==> src/sv/rse_pkg.sv <==
// ---------------------------------------------------------------------------
// rse_pkg
// Shared types and codes of the postfix stack evaluator: token kinds,
// operator codes, status codes, sequencer states and the ALU handshake.
// ---------------------------------------------------------------------------
package rse_pkg;

	localparam int unsigned DATA_W   = 32;
	localparam int unsigned FUNC_W   = 2;
	localparam int unsigned OP_W     = 3;
	localparam int unsigned STATUS_W = 3;
	localparam int unsigned DEPTH_W  = 5;

	typedef enum logic [FUNC_W-1:0] {
		FN_PUSH   = 2'd0,
		FN_APPLY  = 2'd1,
		FN_FINISH = 2'd2,
		FN_NOP    = 2'd3
	} func_t;

	typedef enum logic [OP_W-1:0] {
		OP_SUB = 3'd0,
		OP_ADD = 3'd1,
		OP_MUL = 3'd2,
		OP_DIV = 3'd3,
		OP_MOD = 3'd4,
		OP_POW = 3'd5
	} op_t;

	typedef enum logic [STATUS_W-1:0] {
		ST_OK     = 3'd0,
		ST_UNDER  = 3'd1,
		ST_OVER   = 3'd2,
		ST_DIVZ   = 3'd3,
		ST_NEGEXP = 3'd4
	} status_t;

	typedef enum logic [1:0] {
		S_IDLE,
		S_READ,
		S_EXEC,
		S_DONE
	} seq_state_t;

	typedef enum logic [2:0] {
		ALU_IDLE,
		ALU_DIV,
		ALU_SIGN,
		ALU_POW,
		ALU_DONE
	} alu_state_t;

	typedef struct packed {
		logic            start;
		logic [OP_W-1:0] op;
	} alu_req_t;

	typedef struct packed {
		logic    done;
		status_t status;
	} alu_rsp_t;

endpackage

==> src/sv/rse_in_if.sv <==
// ---------------------------------------------------------------------------
// rse_in_if
// Token channel: valid/ready handshake carrying one postfix token.
// ---------------------------------------------------------------------------
interface rse_in_if;
	logic               valid;
	logic               ready;
	logic [1:0]         func;
	logic signed [31:0] number;
	logic [2:0]         operator;

	modport source(output valid, func, number, operator, input ready);
	modport sink(input valid, func, number, operator, output ready);
endinterface

==> src/sv/rse_out_if.sv <==
// ---------------------------------------------------------------------------
// rse_out_if
// Result channel: valid/ready handshake carrying one evaluation result.
// ---------------------------------------------------------------------------
interface rse_out_if;
	logic               valid;
	logic               ready;
	logic signed [31:0] top_value;
	logic [4:0]         stack_depth;
	logic [2:0]         status;
	logic               finished;

	modport source(output valid, top_value, stack_depth, status, finished, input ready);
	modport sink(input valid, top_value, stack_depth, status, finished, output ready);
endinterface

==> src/sv/rse_stack.sv <==
// ---------------------------------------------------------------------------
// rse_stack
// Operand stack storage: one write port, one read port with registered data.
// ---------------------------------------------------------------------------
module rse_stack
	import rse_pkg::*;
#(
	parameter int unsigned DEPTH = 16,
	localparam int unsigned AW   = $clog2(DEPTH)
) (
	input  logic              clk,
	input  logic              wr_en,
	input  logic [AW-1:0]     wr_addr,
	input  logic [DATA_W-1:0] wr_data,
	input  logic              rd_en,
	input  logic [AW-1:0]     rd_addr,
	output logic [DATA_W-1:0] rd_data
);

	logic [DATA_W-1:0] mem [DEPTH];
	logic [DATA_W-1:0] rd_data_q;

	always_ff @(posedge clk) begin
		if (wr_en) begin
			mem[wr_addr] <= wr_data;
		end
		if (rd_en) begin
			rd_data_q <= mem[rd_addr];
		end
	end

	assign rd_data = rd_data_q;

endmodule

==> src/sv/rse_alu.sv <==
// ---------------------------------------------------------------------------
// rse_alu
// Shared arithmetic unit: add and subtract in one step, restoring division
// one quotient bit per cycle, multiply and power by square-and-multiply.
// ---------------------------------------------------------------------------
module rse_alu
	import rse_pkg::*;
(
	input  logic              clk,
	input  logic              arst_n,
	input  alu_req_t          req,
	input  logic [DATA_W-1:0] left,
	input  logic [DATA_W-1:0] right,
	output alu_rsp_t          rsp,
	output logic [DATA_W-1:0] result
);

	alu_state_t state_q, state_d;

	logic [DATA_W-1:0] res_q;
	status_t           status_q;
	logic [OP_W-1:0]   op_q;
	logic              qneg_q;
	logic              lneg_q;
	logic [DATA_W-1:0] rem_q;
	logic [DATA_W-1:0] quo_q;
	logic [DATA_W-1:0] dvs_q;
	logic [4:0]        cnt_q;
	logic [DATA_W-1:0] acc_q;
	logic [DATA_W-1:0] base_q;
	logic [DATA_W-1:0] exp_q;

	logic [DATA_W-1:0] lmag, rmag;
	logic [DATA_W:0]   rem_sh, diff;
	logic [2*DATA_W-1:0] acc_prod, base_prod;

	assign lmag      = left[DATA_W-1]  ? (DATA_W'(0) - left)  : left;
	assign rmag      = right[DATA_W-1] ? (DATA_W'(0) - right) : right;
	assign rem_sh    = {rem_q, quo_q[DATA_W-1]};
	assign diff      = rem_sh - {1'b0, dvs_q};
	assign acc_prod  = acc_q * base_q;
	assign base_prod = base_q * base_q;

	always_ff @(posedge clk or negedge arst_n) begin
		if (!arst_n) begin
			state_q <= ALU_IDLE;
		end else begin
			state_q <= state_d;
		end
	end

	always_comb begin
		state_d = state_q;
		case (state_q)
			ALU_IDLE: begin
				if (req.start) begin
					case (op_t'(req.op))
						OP_MUL: state_d = ALU_POW;
						OP_DIV, OP_MOD: state_d = (right == '0) ? ALU_DONE : ALU_DIV;
						OP_POW: state_d = right[DATA_W-1] ? ALU_DONE : ALU_POW;
						default: state_d = ALU_DONE;
					endcase
				end
			end
			ALU_DIV: begin
				if (cnt_q == 5'd31) begin
					state_d = ALU_SIGN;
				end
			end
			ALU_SIGN: state_d = ALU_DONE;
			ALU_POW: begin
				if (exp_q == '0) begin
					state_d = ALU_DONE;
				end
			end
			ALU_DONE: state_d = ALU_IDLE;
			default: state_d = ALU_IDLE;
		endcase
	end

	always_ff @(posedge clk) begin
		case (state_q)
			ALU_IDLE: begin
				if (req.start) begin
					op_q     <= req.op;
					status_q <= ST_OK;
					qneg_q   <= left[DATA_W-1] ^ right[DATA_W-1];
					lneg_q   <= left[DATA_W-1];
					case (op_t'(req.op))
						OP_SUB: res_q <= left - right;
						OP_ADD: res_q <= left + right;
						OP_MUL: begin
							// single step of the power loop: acc * base with exponent one
							acc_q  <= right;
							base_q <= left;
							exp_q  <= DATA_W'(1);
						end
						OP_DIV, OP_MOD: begin
							if (right == '0) begin
								status_q <= ST_DIVZ;
							end
							rem_q <= '0;
							quo_q <= lmag;
							dvs_q <= rmag;
							cnt_q <= '0;
						end
						OP_POW: begin
							if (right[DATA_W-1]) begin
								status_q <= ST_NEGEXP;
							end
							acc_q  <= DATA_W'(1);
							base_q <= left;
							exp_q  <= right;
						end
						default: res_q <= '0;
					endcase
				end
			end
			ALU_DIV: begin
				cnt_q <= cnt_q + 5'd1;
				if (!diff[DATA_W]) begin
					rem_q <= diff[DATA_W-1:0];
					quo_q <= {quo_q[DATA_W-2:0], 1'b1};
				end else begin
					rem_q <= rem_sh[DATA_W-1:0];
					quo_q <= {quo_q[DATA_W-2:0], 1'b0};
				end
			end
			ALU_SIGN: begin
				if (op_t'(op_q) == OP_DIV) begin
					res_q <= qneg_q ? (DATA_W'(0) - quo_q) : quo_q;
				end else begin
					res_q <= lneg_q ? (DATA_W'(0) - rem_q) : rem_q;
				end
			end
			ALU_POW: begin
				if (exp_q == '0) begin
					res_q <= acc_q;
				end else begin
					if (exp_q[0]) begin
						acc_q <= acc_prod[DATA_W-1:0];
					end
					base_q <= base_prod[DATA_W-1:0];
					exp_q  <= exp_q >> 1;
				end
			end
			default: ;
		endcase
	end

	assign rsp.done   = (state_q == ALU_DONE);
	assign rsp.status = status_q;
	assign result     = res_q;

endmodule

==> src/sv/rpn_stack_evaluator.sv <==
// ---------------------------------------------------------------------------
// rpn_stack_evaluator
// Postfix integer evaluator around an operand stack, one result per token.
// Flow: push, finish, no-op and operator underflow answer from the token; other
//   operators read the left operand off the stack into the ALU, which divides
//   bit by bit and runs multiply and power as a loop over the exponent bits.
// Throughput: one token at a time; the next token is taken in the cycle after
//   the result is loaded into the output register, which an output stall delays.
// Reset: arst_n clears the sequencer, the stack count and the output valid;
//   stack contents are left as they are and are never read before written.
// ---------------------------------------------------------------------------
module rpn_stack_evaluator
	import rse_pkg::*;
#(
	parameter int unsigned STACK_DEPTH = 16
) (
	input  logic        clk,
	input  logic        arst_n,
	rse_in_if.sink      token,
	rse_out_if.source   result
);

	localparam int unsigned AW = $clog2(STACK_DEPTH);
	localparam int unsigned CW = $clog2(STACK_DEPTH + 1);
	localparam logic [CW-1:0] FULL_C = CW'(STACK_DEPTH);
	localparam logic [CW-1:0] TWO_C  = CW'(2);

	// Sequencer and stack bookkeeping
	seq_state_t        state_q, state_d;
	logic [CW-1:0]     count_q, count_d;
	logic [DATA_W-1:0] top_q, top_d;
	logic [OP_W-1:0]   op_q;

	// Result waiting for the output register
	logic              pend_upd;
	logic [DATA_W-1:0] pend_value_q, pend_value_d;
	status_t           pend_status_q, pend_status_d;
	logic              pend_fin_q, pend_fin_d;

	// Output register
	logic              out_valid_q;
	logic [DATA_W-1:0] out_value_q;
	logic [DEPTH_W-1:0] out_depth_q;
	status_t           out_status_q;
	logic              out_fin_q;
	logic              load_out;

	// Stack port and ALU handshake
	logic              wr_en, rd_en;
	logic [AW-1:0]     wr_addr, rd_addr;
	logic [DATA_W-1:0] wr_data, rd_data;
	alu_req_t          alu_req;
	alu_rsp_t          alu_rsp;
	logic [DATA_W-1:0] alu_result;

	logic              tok_acc;
	logic [CW-1:0]     cnt_m2;
	logic [DATA_W-1:0] top_or_zero;
	logic [CW+DEPTH_W-1:0] depth_ext;

	assign token.ready = (state_q == S_IDLE);
	assign tok_acc     = token.valid && token.ready;
	assign cnt_m2      = count_q - TWO_C;
	assign top_or_zero = (count_q != '0) ? top_q : '0;
	// stack depth is reported modulo 32
	assign depth_ext   = {{DEPTH_W{1'b0}}, count_q};

	rse_stack #(
		.DEPTH(STACK_DEPTH)
	) u_stack (
		.clk    (clk),
		.wr_en  (wr_en),
		.wr_addr(wr_addr),
		.wr_data(wr_data),
		.rd_en  (rd_en),
		.rd_addr(rd_addr),
		.rd_data(rd_data)
	);

	// left operand comes straight off the stack read, right operand is the cached top
	rse_alu u_alu (
		.clk   (clk),
		.arst_n(arst_n),
		.req   (alu_req),
		.left  (rd_data),
		.right (top_q),
		.rsp   (alu_rsp),
		.result(alu_result)
	);

	always_ff @(posedge clk or negedge arst_n) begin
		if (!arst_n) begin
			state_q     <= S_IDLE;
			count_q     <= '0;
			out_valid_q <= 1'b0;
		end else begin
			state_q <= state_d;
			count_q <= count_d;
			if (load_out) begin
				out_valid_q <= 1'b1;
			end else if (result.ready) begin
				out_valid_q <= 1'b0;
			end
		end
	end

	always_comb begin
		state_d       = state_q;
		count_d       = count_q;
		top_d         = top_q;
		wr_en         = 1'b0;
		wr_addr       = count_q[AW-1:0];
		wr_data       = token.number;
		rd_en         = 1'b0;
		rd_addr       = cnt_m2[AW-1:0];
		alu_req       = '0;
		pend_upd      = 1'b0;
		pend_value_d  = pend_value_q;
		pend_status_d = pend_status_q;
		pend_fin_d    = 1'b0;
		load_out      = 1'b0;

		case (state_q)
			S_IDLE: begin
				if (tok_acc) begin
					pend_upd      = 1'b1;
					pend_status_d = ST_OK;
					pend_value_d  = top_or_zero;
					state_d       = S_DONE;
					case (func_t'(token.func))
						FN_PUSH: begin
							if (count_q == FULL_C) begin
								pend_status_d = ST_OVER;
							end else begin
								// write the new entry and cache it as top
								wr_en        = 1'b1;
								count_d      = count_q + CW'(1);
								top_d        = token.number;
								pend_value_d = token.number;
							end
						end
						FN_APPLY: begin
							if (count_q < TWO_C) begin
								pend_status_d = ST_UNDER;
							end else begin
								// fetch the left operand, hold the result slot for the ALU
								pend_upd = 1'b0;
								rd_en    = 1'b1;
								state_d  = S_READ;
							end
						end
						FN_FINISH: begin
							if (count_q == '0) begin
								pend_status_d = ST_UNDER;
							end else begin
								// pop the final value and drop the rest of the stack
								pend_fin_d = 1'b1;
								count_d    = '0;
							end
						end
						default: ;
					endcase
				end
			end
			S_READ: begin
				alu_req.start = 1'b1;
				alu_req.op    = op_q;
				state_d       = S_EXEC;
			end
			S_EXEC: begin
				if (alu_rsp.done) begin
					pend_upd      = 1'b1;
					pend_status_d = alu_rsp.status;
					pend_value_d  = top_q;
					state_d       = S_DONE;
					if (alu_rsp.status == ST_OK) begin
						// replace the left operand with the result, drop the right one
						wr_en        = 1'b1;
						wr_addr      = cnt_m2[AW-1:0];
						wr_data      = alu_result;
						top_d        = alu_result;
						count_d      = count_q - CW'(1);
						pend_value_d = alu_result;
					end
				end
			end
			S_DONE: begin
				// hand over once the output register is free or being emptied
				if (!out_valid_q || result.ready) begin
					load_out = 1'b1;
					state_d  = S_IDLE;
				end
			end
			default: state_d = S_IDLE;
		endcase
	end

	always_ff @(posedge clk) begin
		top_q <= top_d;
		if (tok_acc) begin
			op_q <= token.operator;
		end
		if (pend_upd) begin
			pend_value_q  <= pend_value_d;
			pend_status_q <= pend_status_d;
			pend_fin_q    <= pend_fin_d;
		end
		if (load_out) begin
			out_value_q  <= pend_value_q;
			out_depth_q  <= depth_ext[DEPTH_W-1:0];
			out_status_q <= pend_status_q;
			out_fin_q    <= pend_fin_q;
		end
	end

	assign result.valid       = out_valid_q;
	assign result.top_value   = out_value_q;
	assign result.stack_depth = out_depth_q;
	assign result.status      = out_status_q;
	assign result.finished    = out_fin_q;

endmodule
==> src/flat_wrapper.sv <==
// flat-port wrapper written by rule: the top's interface ports become plain ports
module rpn_stack_evaluator_flat import rse_pkg::*;
#(
	parameter int unsigned STACK_DEPTH = 16
)
  (clk, arst_n, token_valid, token_func, token_number, token_operator, token_ready, result_valid, result_top_value, result_stack_depth, result_status, result_finished, result_ready);
  rse_in_if token_i ();
  rse_out_if result_i ();
  input  logic clk;
  input  logic arst_n;
  input wire logic [$bits(token_i.valid)-1:0] token_valid;
  input wire logic [$bits(token_i.func)-1:0] token_func;
  input wire logic [$bits(token_i.number)-1:0] token_number;
  input wire logic [$bits(token_i.operator)-1:0] token_operator;
  output wire logic [$bits(token_i.ready)-1:0] token_ready;
  output wire logic [$bits(result_i.valid)-1:0] result_valid;
  output wire logic [$bits(result_i.top_value)-1:0] result_top_value;
  output wire logic [$bits(result_i.stack_depth)-1:0] result_stack_depth;
  output wire logic [$bits(result_i.status)-1:0] result_status;
  output wire logic [$bits(result_i.finished)-1:0] result_finished;
  input wire logic [$bits(result_i.ready)-1:0] result_ready;
  assign token_i.valid = token_valid;
  assign token_i.func = token_func;
  assign token_i.number = token_number;
  assign token_i.operator = token_operator;
  assign token_ready = token_i.ready;
  assign result_valid = result_i.valid;
  assign result_top_value = result_i.top_value;
  assign result_stack_depth = result_i.stack_depth;
  assign result_status = result_i.status;
  assign result_finished = result_i.finished;
  assign result_i.ready = result_ready;
  rpn_stack_evaluator #(.STACK_DEPTH(STACK_DEPTH)) u_core (.clk(clk), .arst_n(arst_n), .token(token_i), .result(result_i));
endmodule
==> config.mk <==
export PLATFORM = sky130hd
export DESIGN_NAME = rpn_stack_evaluator_flat
export DESIGN_NICKNAME = d
export VERILOG_FILES = /design/src/sv/rse_pkg.sv /design/src/sv/rse_in_if.sv /design/src/sv/rse_out_if.sv /design/src/sv/rse_stack.sv /design/src/sv/rse_alu.sv /design/src/sv/rpn_stack_evaluator.sv /design/src/flat_wrapper.sv
export SDC_FILE = /design/constraint.sdc
export NUM_CORES = 2
export LEC_CHECK = 0
export BUFFER_PORTS_ARGS = -buffer_cell sky130_fd_sc_hd__buf_4
export CORE_MARGIN = 2
export CORE_UTILIZATION = 70
export CTS_CLUSTER_DIAMETER = 100
export DETAILED_ROUTE_END_ITERATION = 8
export HOLD_SLACK_MARGIN = 0.02
export PLACE_DENSITY = 0.87
export SLEW_MARGIN = 20
export SYNTH_ARGS = -nofsm -noshare
export SYNTH_HDL_FRONTEND = slang
export SYNTH_SLANG_ARGS = --single-unit
==> constraint.sdc <==
create_clock -name clk -period 12.9 [get_ports clk]
set_clock_uncertainty 0.1 [all_clocks]
set_input_delay 3.225 -clock clk [delete_from_list [all_inputs] [get_ports clk]]
set_output_delay 3.225 -clock clk [all_outputs]
set_load 0.05 [all_outputs]
==> After elaboration in Yosys (flattened, before gate mapping) <==
Memory sizes are Yosys's and may differ from the RTL's. A register that Yosys moved wholly into a read port is not among the register bits.
Index checks and enable logic that the tools add are counted.
{ "totals": {"reg_bits": 360, "ramBits": 512, "input_bits": 41, "out_inout_bits": 43, "wordCells": 213, "memories": 1} }
{ "op_classes": {"addsub": 11, "multipliers": 2, "n_lt_le_gt_ge": 1, "eq_ne": 35, "n_mux": 103, "bitwise_logic": 1, "n_reduce_logical": 33} }
{ "mem_list": {"columns": ["memory", "words", "word_bits", "read_ports", "rd_ports_with_merged_regs", "wr", "line", "text"], "rows": [
  ["u_core.u_stack.mem", 16, 32, 1, 1, 1, "rse_stack.sv:20", "logic [DATA_W-1:0] mem [DEPTH];"]
]} }
{ "op_table": {"columns": ["cell", "n"], "rows": [
  ["32-bit 2-to-1 mux", 31],
  ["32-bit case mux with 2 select lines", 9],
  ["32-bit case mux with 3 select lines", 2],
  ["1-bit by 32-bit subtractor with 32-bit output, first input constant", 4],
  ["32-bit logical NOT", 2],
  ["32-bit by 32-bit multiplier with 32-bit output", 2],
  ["5-bit 2-to-1 mux", 7],
  ["33-bit by 32-bit subtractor with 33-bit output", 1],
  ["32-bit adder", 1],
  ["32-bit subtractor", 1],
  ["31-bit 2-to-1 mux", 1],
  ["5-bit case mux with 2 select lines", 3],
  ["3-bit 2-to-1 mux", 8],
  ["1-bit 2-to-1 mux", 23],
  ["2-bit != test, second input constant", 9],
  ["3-bit case mux with 3 select lines", 2],
  ["4-bit 2-to-1 mux", 4],
  ["4-bit AND reduction", 4],
  ["3-bit by 2-bit == test with 1-bit output, second input constant", 5],
  ["3-bit AND reduction", 5],
  ["2-bit 2-to-1 mux", 7],
  ["3-bit case mux with 2 select lines", 2],
  ["3-bit case mux with 4 select lines", 1],
  ["5-bit by 1-bit adder with 5-bit output, second input constant", 2],
  ["28 further kinds", 50]
]} }

==> Longest topological paths before layout <==
{ "logic_depth": {"depth_word": 7, "mapped_depth": 28, "depth_no_buf": 27} }

==> Hierarchy <==
Synthesis repeated with hierarchy kept, for this count alone.
{ "hier_totals": {"cells_unflattened": 6167, "area_unflattened_um2": 71278.4} }
{ "modules_own_cells": {"columns": ["module", "instances", "cells_each", "area_per_inst_um2", "seq_area_each_um2"], "rows": [
  ["rse_alu", 1, 4882, 45383.5, 7161.9],
  ["rse_stack", 1, 838, 20155.6, 16335.7],
  ["rpn_stack_evaluator", 1, 447, 5739.3, 3563.4]
]} }

==> Worst setup path before layout <==
Ideal clock, no wire load.
{ "synth_timing": {"kind": "register -> register", "from": "reg u_core.u_alu.base_q[4]", "to": "reg u_core.u_alu.base_q[31], data pin", "setup_ps": 267, "t_arrival_ps": 7138, "required_ps": 12533, "setup_slack_ps": 5395, "path_stages_with_launch": 28, "n_path_buf": 3, "synth_period_minus_slack_ps": 7505, "path_cell_list": "edfxtp_1 > clkbuf_1 > clkbuf_1 > clkbuf_1 > nand2_1 > fa_1 > inv_1 > fa_1 > inv_1 > fa_1 > inv_1 > fa_1 > ha_1 > ha_1 > inv_1 > fa_1 > inv_1 > fa_1 > ha_1 > o21a_1 > o21ai_0 > o31ai_1 > o21ba_2 > o21ai_0 > o41a_1 > o311ai_0 > xnor2_1 > o21ai_0"} }
{ "synth_via": {"elab_chain_cells": 3} }
{ "synth_lines": {"columns": ["element", "line", "text"], "rows": [
  ["start, declared", "rse_alu.sv:30", "logic [DATA_W-1:0] base_q;"],
  ["start signal, assigned", "rse_alu.sv:95", "base_q <= left;"],
  ["start signal, assigned", "rse_alu.sv:112", "base_q <= left;"],
  ["start signal, assigned", "rse_alu.sv:143", "base_q <= base_prod[DATA_W-1:0];"],
  ["32-bit by 32-bit multiplier with 32-bit output", "rse_alu.sv:42", "assign base_prod = base_q * base_q;"],
  ["32-bit 2-to-1 mux", "rse_alu.sv:137", "if (exp_q == '0) begin"],
  ["32-bit case mux with 2 select lines", "rse_alu.sv:82", "case (state_q)"]
]} }
No other way between the ends. The select of a mux whose other input is x is not followed.
A chain may end at the register's enable or synchronous reset.

==> Worst setup path after layout <==
{ "layout_timing": {"from": "reg u_core.u_alu.base_q[6]", "to": "reg u_core.u_alu.base_q[28], data pin"} }
The elaborated chain is that of the path after synthesis.

==> results.json <==
{
  "outcome": "finished with violations",
  "violations": "DRC",
  "start_util_pct": 70.3,
  "place.gp.congestion": 0.976,
  "grt.overflow.total": 0,
  "fin_ws_ns": 4.33,
  "drv_cap": 0,
  "multiInputGateArea_um2": 40000,
  "postCtsSetupRepairBufs": 0,
  "routed_wl_um": 222000,
  "final_util_pct": 75.3,
  "nets": 7287,
  "min_from": "u_core.pend_value_q[8]$_DFFE_PP_",
  "rows": 117,
  "finalSetupViolations": 0,
  "synthMuxAreaShare_pct": 5.59,
  "synth_warnings": 0,
  "track_usage_pct": 42.9,
  "layout-drive-gt1-share_pct": 8.73,
  "grt_pass1_wl_um": 328000,
  "async_reset_ff_share_pct": 1.22,
  "ios": 84,
  "largest_register": "u_core.u_stack.mem",
  "synth_top_family_by_area": "adder cells",
  "synth_compound_area_share_pct": 6.87,
  "grt_pass1_vias": 53900,
  "ys_ff_latch": 903,
  "register_area_um2": 27100,
  "clock_sinks": 903,
  "area.growth.synth_to_final_pct": 7.06,
  "drc": 295,
  "htreeDepth": 3,
  "r2r_cells": 22,
  "die_h_um": 323,
  "insertion_delay_ns": 0.73,
  "dp_hpwl_um": 145000,
  "io_buffers": 83,
  "clkTransAtPathRegs_ns": 0.07,
  "synth_edf_count": 892,
  "netlist_area_um2": 71300,
  "viasPerCell": 6.80,
  "max_freq_mhz": 117,
  "fin_crit_sh_pct": 66.5,
  "synthAdderAreaFrac_pct": 27.5,
  "cts-hold-fix-buffers": 0,
  "start_kind": "flip-flop",
  "whs_ns": 0.306,
  "hold_path.class": "reg2reg",
  "yosys-top-cells-count": "892 x edfxtp_1, 882 x inv_1, 774 x fa_1",
  "die_x_um": 323,
  "cts-resized-gates": 0,
  "crit_required_ns": 13.12,
  "initialDrtViolationCount": 7999,
  "hold-path-endpoint": "u_core.result.top_value[8]$_DFFE_PP_",
  "dpl_worst_slack_ns": 4.55,
  "grt_max_degree": 87,
  "avgSynthCellArea_um2": 11.5,
  "drt_first_pass_iters": 9,
  "synth_xor_area_share_pct": 4.22,
  "worstSetupEndpointType": "flip-flop",
  "core_area_um2": 101000,
  "drv_slew": 0,
  "vias": 51600,
  "numCtsBuffers": 89,
  "wire_per_inst_um": 29.3,
  "synth.largest_area_cell": "edfxtp_1",
  "cts-root-buf": "clkbuf_16",
  "hold_viol": 0,
  "antenna_found_initial": 17,
  "timing.rr.start": "u_core.u_alu.base_q[6]$_DFFE_PP_",
  "whs_path_depth": 0,
  "fin_setup_tns_ns": 0,
  "relSlewSlack_pct": 19.5,
  "largest_reg_flops": 512,
  "ant_nets": 0,
  "syn-num-nets": 7350,
  "rsz0062_at_grt": "false",
  "synthCells": 6206,
  "worstPathArrival_ns": 8.80,
  "synth.distinct_cells": 84,
  "min_period_ns": 8.57,
  "die_area_um2": 104000,
  "r2r_slack_ns": 4.33,
  "synth_ff_type": "edfxtp_1",
  "cts_max_path_buffers": 3,
  "synth_top_area_share_pct": 37.5,
  "synthSimpleGateAreaFrac_pct": 11.5,
  "yosysMostFrequentCell": "edfxtp_1",
  "cts_tree": "yes",
  "netlist_top_cells_area": "edfxtp_1 38%, fa_1 22%, ha_1 5.8%",
  "ys_seq_area_share_pct": 37.9,
  "timing.rr.end": "u_core.u_alu.base_q[28]$_DFFE_PP_",
  "crit_fanout": 35,
  "crit_type": "reg2reg",
  "tightest_slew_ns": 1.21,
  "nFillCells": 6048
}
worst max path at each step:
stage	start	end	cells after the start
2_1_floorplan	u_core.u_alu.base_q[4]$_DFFE_PP_	u_core.u_alu.base_q[31]$_DFFE_PP_	27
3_3_place_gp	u_core.u_alu.base_q[2]$_DFFE_PP_	u_core.u_alu.base_q[25]$_DFFE_PP_	24
3_5_place_dp	u_core.u_alu.base_q[3]$_DFFE_PP_	u_core.u_alu.acc_q[28]$_DFFE_PP_	23
4_1_cts	u_core.u_alu.base_q[6]$_DFFE_PP_	u_core.u_alu.base_q[28]$_DFFE_PP_	22
5_1_grt	u_core.u_alu.base_q[6]$_DFFE_PP_	u_core.u_alu.base_q[28]$_DFFE_PP_	22
6_report	u_core.u_alu.base_q[6]$_DFFE_PP_	u_core.u_alu.base_q[28]$_DFFE_PP_	22
cells in the final DEF, fill, tap and decap left out, types with 49 or more instances in the layout:
cell type  Yosys  routed
a21oi_1      170     169
inv_1        882     882
ha_1         329     327
mux4_2       160     160
nor2_1       202     179
xor2_1       117     116
and2_1       463     461
buf_4          0     175
o21a_1        81      81
xnor2_1      225     225
fa_1         774     774
o21ai_0      184     182
clkbuf_16      0      89
o31ai_1       49      49
nand2_1      748     747
edfxtp_1     892     892
nand3_1       60      60
cell families after synthesis:
family / count (synthesis)
AND/OR/NAND/NOR: 1694
buffers and inverters: 1215
adder cells (fa/ha/maj): 1103
flip-flops: 903
AO/OA/AOI/OAI: 750
XOR/XNOR: 343
multiplexers: 198
routing by layer:
| metal | GRT usage (%) | vias up | share of wire (%) |
|---|---|---|---|
| met1 | 50.8 | 25100 | 31 |
| met4 | 28.9 | 12 | 8.7 |
| li1 | - | 20500 | - |
| met3 | 13.6 | 1368 | 14 |
| met5 | 0.185 | - | 0.038 |
| met2 | 67.6 | 4537 | 46 |
worst max-delay path: stages, from the launching register on:
cell and delay (ns):
edfxtp_1 0.83, buf_4 0.62, and2_1 0.28, fa_1 0.46, fa_1 0.52, inv_1 0.06, fa_1 0.48, fa_1 0.56
inv_1 0.05, ha_1 0.28, ha_1 0.30, fa_1 0.41, fa_1 0.48, ha_1 0.37, a21oi_1 0.21, nand2_1 0.06
a2111oi_0 0.71, o21ai_0 0.29, a41oi_1 0.44, or2_2 0.21, a311o_1 0.23, xor2_1 0.17, o21ai_0 0.11
metrics by stage:
step                instances  instance area, µm²
finish                   7586               76400
floorplan                6206               71300
CTS                      7576               76300
global placement         7416               73400
global route             7583               76400
detailed placement       7416               73400
area by class of cell:
type	instances	share of cell area [%]
Multi-Input combinational cell	4088	52.3
Sequential cell	903	35.4
Inverter	882	4.33
Clock buffer	98	2.96
Tap cell	1368	2.24
Timing Repair Buffer	179	1.83
Clock inverter	62	0.860
Antenna cell	6	0.0197
Power is left out: the tool's default activity adds up to more than one toggle a clock period on the data nets, which glitch-free logic cannot reach.
